`config.mk`:
```
export PLATFORM = sky130hd
export DESIGN_NAME = frame_fcs_generate_check_top
export DESIGN_NICKNAME = d
export VERILOG_FILES = /design/src/sv/fcsgc_pkg.sv /design/src/sv/fcsgc_frame.sv /design/src/sv/fcsgc_finish.sv /design/src/sv/frame_fcs_generate_check_top.sv
export SDC_FILE = /design/constraint.sdc
export NUM_CORES = 1
export LEC_CHECK = 0
export BUFFER_PORTS_ARGS = -buffer_cell sky130_fd_sc_hd__buf_2
export CAP_MARGIN = 10
export CORE_ASPECT_RATIO = 0.9
export CORE_MARGIN = 5
export CORE_UTILIZATION = 40
export CTS_CLUSTER_SIZE = 16
export DETAILED_ROUTE_END_ITERATION = 10
export GPL_ROUTABILITY_DRIVEN = 0
export SLEW_MARGIN = 20
export SYNTH_ARGS = -nofsm -noshare
export SYNTH_HDL_FRONTEND = slang
export SYNTH_SLANG_ARGS = --single-unit
```
`constraint.sdc`:
```
create_clock -name clk -period 7.25 [get_ports clk]
set_input_delay 0 -clock clk [delete_from_list [all_inputs] [get_ports clk]]
set_output_delay 0 -clock clk [all_outputs]
set_load 0.1 [all_outputs]
```
`src/sv/fcsgc_pkg.sv`:
```
// Package: shared types, status codes and the byte-wise CRC shift function.
package fcsgc_pkg;

    localparam int unsigned CRC_W   = 16;
    localparam int unsigned BYTE_W  = 8;
    localparam int unsigned COUNT_W = 2;
    localparam logic [COUNT_W-1:0] COUNT_MAX = 2'd3;

    typedef enum logic [2:0] {
        ST_GENERATED  = 3'd0,
        ST_RAW_MATCH  = 3'd1,
        ST_CPL_MATCH  = 3'd2,
        ST_MISMATCH   = 3'd3,
        ST_TOO_SHORT  = 3'd4
    } status_t;

    // Frame summary handed from the byte engine to the finishing stages.
    typedef struct packed {
        logic [CRC_W-1:0] crc;
        logic [CRC_W-1:0] trailing;
        logic             gen_mode;
        logic             too_short;
    } frame_snap_t;

    // Byte placed above the register, 8 right shifts, reflected polynomial.
    function automatic logic [CRC_W-1:0] shift_byte(
        input logic [CRC_W-1:0]  crc,
        input logic [BYTE_W-1:0] b,
        input logic [CRC_W-1:0]  poly
    );
        logic [CRC_W+BYTE_W-1:0] r;
        r = {b, crc};
        for (int k = 0; k < BYTE_W; k++) begin
            if (r[0])
            begin
                r = (r >> 1) ^ {{BYTE_W{1'b0}}, poly};
            end
            else
            begin
                r = r >> 1;
            end
        end
        return r[CRC_W-1:0];
    endfunction

endpackage

```
`src/sv/fcsgc_frame.sv`:
```
// Input register and per-byte frame engine: CRC update, trailing pair, byte count.
module fcsgc_frame (
    input  logic                         clk,
    input  logic                         rst_n,
    input  logic                         adv,
    input  logic                         in_valid,
    input  logic                         operation,
    input  logic [7:0]                   data_byte,
    input  logic                         last_byte,
    input  logic [15:0]                  poly,
    output logic                         snap_valid,
    output fcsgc_pkg::frame_snap_t       snap
);
    import fcsgc_pkg::*;

    logic              s0_valid_reg;
    logic              s0_op_reg;
    logic [BYTE_W-1:0] s0_byte_reg;
    logic              s0_last_reg;

    logic [CRC_W-1:0]   crc_reg, crc_next;
    logic [BYTE_W-1:0]  first_reg, first_next;
    logic [CRC_W-1:0]   pair_reg, pair_next;
    logic [COUNT_W-1:0] count_reg, count_next;
    logic               mode_reg, mode_next;
    logic               full_reg, full_next;

    logic               snap_valid_reg, snap_valid_next;
    frame_snap_t        snap_reg, snap_next;

    logic               mode_eff;
    logic               upd;

    always_ff @(posedge clk or negedge rst_n)
    begin
        if (!rst_n)
        begin
            s0_valid_reg <= 1'b0;
        end
        else if (adv)
        begin
            s0_valid_reg <= in_valid;
        end
    end

    always_ff @(posedge clk)
    begin
        if (adv && in_valid)
        begin
            s0_op_reg   <= operation;
            s0_byte_reg <= data_byte;
            s0_last_reg <= last_byte;
        end
    end

    assign upd      = adv && s0_valid_reg;
    assign mode_eff = (count_reg == '0) ? s0_op_reg : mode_reg;

    always_comb
    begin
        crc_next   = crc_reg;
        first_next = first_reg;
        pair_next  = pair_reg;
        count_next = count_reg;
        mode_next  = mode_eff;
        full_next  = full_reg;

        if (count_reg == '0)
        begin
            first_next = s0_byte_reg;
        end
        else if (count_reg == COUNT_W'(1))
        begin
            crc_next = ~{s0_byte_reg, first_reg};
        end
        else if (mode_reg)
        begin
            crc_next = shift_byte(crc_reg, s0_byte_reg, poly);
        end
        else
        begin
            if (full_reg)
            begin
                crc_next = shift_byte(crc_reg, pair_reg[BYTE_W-1:0], poly);
            end
            else if (count_reg == COUNT_MAX)
            begin
                full_next = 1'b1;
            end
            pair_next = {s0_byte_reg, pair_reg[CRC_W-1:BYTE_W]};
        end
        if (count_reg != COUNT_MAX)
        begin
            count_next = count_reg + COUNT_W'(1);
        end

        snap_next.crc       = crc_next;
        snap_next.trailing  = pair_next;
        snap_next.gen_mode  = mode_eff;
        snap_next.too_short = mode_eff ? (count_reg == '0) : (count_reg != COUNT_MAX);
        snap_valid_next     = s0_valid_reg && s0_last_reg;

        // End of frame: everything but the polynomial returns to zero.
        if (s0_last_reg)
        begin
            crc_next   = '0;
            first_next = '0;
            pair_next  = '0;
            count_next = '0;
            mode_next  = 1'b0;
            full_next  = 1'b0;
        end
    end

    always_ff @(posedge clk or negedge rst_n)
    begin
        if (!rst_n)
        begin
            crc_reg        <= '0;
            first_reg      <= '0;
            pair_reg       <= '0;
            count_reg      <= '0;
            mode_reg       <= 1'b0;
            full_reg       <= 1'b0;
            snap_valid_reg <= 1'b0;
        end
        else if (adv)
        begin
            snap_valid_reg <= snap_valid_next;
            if (upd)
            begin
                crc_reg   <= crc_next;
                first_reg <= first_next;
                pair_reg  <= pair_next;
                count_reg <= count_next;
                mode_reg  <= mode_next;
                full_reg  <= full_next;
            end
        end
    end

    always_ff @(posedge clk)
    begin
        if (adv)
        begin
            snap_reg <= snap_next;
        end
    end

    assign snap_valid = snap_valid_reg;
    assign snap       = snap_reg;

endmodule

```
`src/sv/fcsgc_finish.sv`:
```
// Finishing stages: two zero-byte shifts, FCS compare and the result register.
module fcsgc_finish (
    input  logic                   clk,
    input  logic                   rst_n,
    input  logic                   adv,
    input  logic                   snap_valid,
    input  fcsgc_pkg::frame_snap_t snap,
    input  logic [15:0]            poly,
    output logic                   out_valid,
    output logic [15:0]            fcs_value,
    output logic [2:0]             status
);
    import fcsgc_pkg::*;

    logic             mid_valid_reg;
    frame_snap_t      mid_reg, mid_next;
    logic             res_valid_reg;
    logic [CRC_W-1:0] fcs_reg, fcs_next;
    status_t          status_reg, status_next;
    logic [CRC_W-1:0] r;

    always_ff @(posedge clk or negedge rst_n)
    begin
        if (!rst_n)
        begin
            mid_valid_reg <= 1'b0;
            res_valid_reg <= 1'b0;
        end
        else if (adv)
        begin
            mid_valid_reg <= snap_valid;
            res_valid_reg <= mid_valid_reg;
        end
    end

    always_comb
    begin
        mid_next     = snap;
        mid_next.crc = shift_byte(snap.crc, '0, poly);
    end

    always_ff @(posedge clk)
    begin
        if (adv)
        begin
            mid_reg    <= mid_next;
            fcs_reg    <= fcs_next;
            status_reg <= status_next;
        end
    end

    always_comb
    begin
        r = shift_byte(mid_reg.crc, '0, poly);
        if (mid_reg.too_short)
        begin
            fcs_next    = '0;
            status_next = ST_TOO_SHORT;
        end
        else if (mid_reg.gen_mode)
        begin
            fcs_next    = ~r;
            status_next = ST_GENERATED;
        end
        else
        begin
            fcs_next = r;
            if (r == mid_reg.trailing)
            begin
                status_next = ST_RAW_MATCH;
            end
            else if (~r == mid_reg.trailing)
            begin
                status_next = ST_CPL_MATCH;
            end
            else
            begin
                status_next = ST_MISMATCH;
            end
        end
    end

    assign out_valid = res_valid_reg;
    assign fcs_value = fcs_reg;
    assign status    = status_reg;

endmodule

```
`src/sv/frame_fcs_generate_check_top.sv`:
```
// Top level: frame FCS generator and checker, reflected 16-bit CRC, one byte per beat.
// Takes one frame byte per clock cycle while in_stall is low, back to back, with no
// gaps needed between frames. The operation bit of a frame's first beat selects
// generate (1) or check (0). One result beat follows each beat marked last_byte, after
// that beat passes the four-stage pipe (input register, byte CRC engine, first and second
// zero-byte stages into the result register). A stall on the output holds the whole
// pipe, so in_stall follows out_stall while a result is waiting. The polynomial
// register resets to 0x8408 and is written through cfg_wr_en/cfg_wr_data; the user
// must write it only while no frame is in flight, which the block itself does not enforce.
module frame_fcs_generate_check_top (
    input  logic        clk,
    input  logic        rst_n,
    input  logic        cfg_wr_en,
    input  logic [15:0] cfg_wr_data,
    input  logic        in_valid,
    output logic        in_stall,
    input  logic        operation,
    input  logic [7:0]  data_byte,
    input  logic        last_byte,
    output logic        out_valid,
    input  logic        out_stall,
    output logic [15:0] fcs_value,
    output logic [2:0]  status
);
    import fcsgc_pkg::*;

    localparam logic [CRC_W-1:0] POLY_RESET = 16'h8408;

    logic [CRC_W-1:0] poly_reg;
    logic             adv;
    logic             snap_valid;
    frame_snap_t      snap;

    always_ff @(posedge clk or negedge rst_n)
    begin
        if (!rst_n)
        begin
            poly_reg <= POLY_RESET;
        end
        else if (cfg_wr_en)
        begin
            poly_reg <= cfg_wr_data;
        end
    end

    assign adv      = !(out_valid && out_stall);
    assign in_stall = !adv;

    fcsgc_frame u_frame (
        .clk        (clk),
        .rst_n      (rst_n),
        .adv        (adv),
        .in_valid   (in_valid),
        .operation  (operation),
        .data_byte  (data_byte),
        .last_byte  (last_byte),
        .poly       (poly_reg),
        .snap_valid (snap_valid),
        .snap       (snap)
    );

    fcsgc_finish u_finish (
        .clk        (clk),
        .rst_n      (rst_n),
        .adv        (adv),
        .snap_valid (snap_valid),
        .snap       (snap),
        .poly       (poly_reg),
        .out_valid  (out_valid),
        .fcs_value  (fcs_value),
        .status     (status)
    );

    a_short_zero_fcs: assert property (@(posedge clk) disable iff (!rst_n)
        (out_valid && status == ST_TOO_SHORT) |-> (fcs_value == '0))
        else $error("too-short frame with nonzero fcs");

    a_backpressure: assert property (@(posedge clk) disable iff (!rst_n)
        (out_valid && out_stall) |-> in_stall)
        else $error("input beat taken while result stalled");

    a_result_after_advance: assert property (@(posedge clk) disable iff (!rst_n)
        $rose(out_valid) |-> $past(!in_stall))
        else $error("result appeared without pipe advance");

endmodule

```
==> results.json <==
{
  "die_h_um": 184,
  "ff2ff_setup_slack_ns": 1.0,
  "hold_viol_final": 0,
  "pin_count": 52,
  "wl_um": 37600,
  "final_common_cell": "nand2_1",
  "clockBufferDepth": 2,
  "syn-cell-area_um2": 13400,
  "finalCriticalPeriod_ns": 6.25,
  "clk_latency_ns": 0.45,
  "antenna_found_initial": 0,
  "worst_ep_required_time_ns": 7.45,
  "die_x_um": 203,
  "max_slew_margin": 0.262,
  "cts_setup_buffers": 0,
  "yosysUniqueCellTypes": 81,
  "yosysWarnings": 0,
  "crit_path_start": "poly_reg[0]",
  "fin_skew_ns": 0.0115,
  "grtUsageTotal": 0.199,
  "io_buffers": 51,
  "synth-edff-count": 97,
  "synthToLayoutAreaGrowth_pct": 11.1,
  "start_kind": "flip-flop",
  "vias": 11000,
  "yosysSeqAreaShare": 0.336,
  "die_area_um2": 37400,
  "rows": 63,
  "rsz0062_at_grt": "no",
  "n_fill_cell": 3219,
  "critical_path_class": "flip-flop to flip-flop",
  "setup_viol": 0,
  "diodes": 0,
  "cap_violations": 0,
  "first_global_vias": 10500,
  "worstPathArrival_ns": 6.45,
  "hp-class": "input port to flip-flop",
  "syn_nets": 1561,
  "tightest_slew_ns": 1.10,
  "grt-ovfl-total": 0,
  "end_kind": "flip-flop",
  "final.setup.tns_ns": 0,
  "cp_max_fo": 35,
  "synth.area.top_cells": "edfxtp_1, xnor2_1, dfrtp_1, nand2_1, xnor3_1",
  "dp_hpwl_um": 26100,
  "synthArstFlopShare": 0.398,
  "finalCritPeriodShare": 0.863,
  "r2r-start": "poly_reg[0]",
  "yosysTopAreaCell": "edfxtp_1",
  "finalNetCount": 1578,
  "clk_pin_slew_ns": 0.07,
  "drtIter0Drc": 1069,
  "ff2ff_path_depth": 14,
  "routedWlPerCell_um": 19.0,
  "final-max-slew-violation-count": 0,
  "layout-drive-gt1-share": 0.117,
  "first_pass_iters": 5,
  "vias_per_cell": 5.54,
  "clock_sinks": 161,
  "antenna_left": 0,
  "start_util": 0.406,
  "syn_area_per_cell_um2": 8.81,
  "r2r_end": "u_finish.status[1]",
  "grt_max_degree": 84,
  "cts_buffers": 17,
  "status": "completed",
  "synth_flop_cell": "edfxtp_1",
  "synth_top_area_frac": 0.217,
  "syn_inst": 1527,
  "max_freq_mhz": 160,
  "root_buffer": "clkbuf_16",
  "core-area_um2": 33100,
  "utilization": 0.451,
  "htreeDepth": 4,
  "final_cell_mix": "nand2_1, xnor2_1, edfxtp_1",
  "tritoncts": "built",
  "drc_errors": 0,
  "grt_pass1_wl_um": 59500,
  "synth.ff_latch_count": 161,
  "critPathCapture": "u_finish.status[1]"
}
stage by stage:
stage | setup slack, ns | area, um2 | hold WS, ns | instances
detailed placement | 1.07 | 14000 | 0.178 | 1916
global route | 0.605 | 14900 | 0.0505 | 1979
global placement | 1.15 | 14000 | 0.176 | 1916
finish | 0.996 | 14900 | 0.00867 | 1979
floorplan | 2.10 | 13400 | -0.296 | 1527
CTS | 1.05 | 14900 | 0.00332 | 1979
layer usage:
layer / up-vias / track usage / part of all wire
li1: 5272 / - / -
met1: 5294 / 0.285 / 0.47
met2: 349 / 0.316 / 0.45
met3: 42 / 0.0362 / 0.056
met4: 0 / 0.0504 / 0.016
met5: - / 0 / 0
logic make-up after synthesis:
kind of cell,share of synthesized area
AND/OR/NAND/NOR,0.184
XOR/XNOR,0.260
AO/OA/AOI/OAI,0.141
flip-flops,0.336
buffers and inverters,0.0416
multiplexers,0.0349
adder cells (fa/ha/maj),0.00279
worst min path at each step:
| stage | startpoint | to | slack (ns) | cells past startpoint |
|---|---|---|---|---|
| after detailed placement | data_byte[1] | u_frame.s0_byte_reg[1] | 0.18 | 1 |
| after global routing | cfg_wr_en | poly_reg[6] | 0.05 | 3 |
| final | cfg_wr_en | poly_reg[1] | 0.009 | 3 |
| after floorplan | rst_n | poly_reg[0] | -0.30 | 0 |
| after global placement | data_byte[1] | u_frame.s0_byte_reg[1] | 0.18 | 1 |
| after CTS | cfg_wr_en | poly_reg[1] | 0.003 | 3 |
cell usage after synthesis (12+ instances only):
cell and instances:
o211ai_1 12, mux2_2 31, and2_1 14, xor2_1 47, nand2_1 358, a21oi_1 39
nor2b_1 12, nor2_1 51, mux2i_1 12, a31oi_1 12, xnor3_1 19, a22o_1 36
inv_1 24, buf_1 22, nand3_1 15, xnor2_1 286, or2_2 12, a32oi_1 18
edfxtp_1 97, clkbuf_1 89, o21ai_0 60, dfrtp_1 61, o21a_1 13
worst max-delay path: stages, from the launching register on:
cell and delay (ns):
dfrtp_2 0.75, or2_1 0.34, a21oi_2 0.13, or4_1 0.78, nand2_1 0.32, xnor3_1 0.54, a211o_1 0.32, nand4_1 0.09
xnor3_2 0.41, xnor2_4 0.48, nand2_1 0.18, xor3_1 0.41, or4_1 0.50, or4_1 0.41, o41a_1 0.31
what timing repair did:
action	CTS	global route
hold buffers	31	0
endpoints found under the hold margin	96	0
gates resized for setup	0	0
cell type report:
class | count | area [um2] | area share
Clock inverter | 15 | 163 | 0.0109
Inverter | 25 | 93.8 | 0.00628
Timing Repair Buffer | 117 | 832 | 0.0557
Sequential cell | 161 | 4520 | 0.302
Clock buffer | 17 | 425 | 0.0285
Multi-Input combinational cell | 1222 | 8390 | 0.561
Tap cell | 422 | 528 | 0.0353
Power is left out: the tool's default activity adds up to more than one toggle a clock period on the data nets, which glitch-free logic cannot reach.
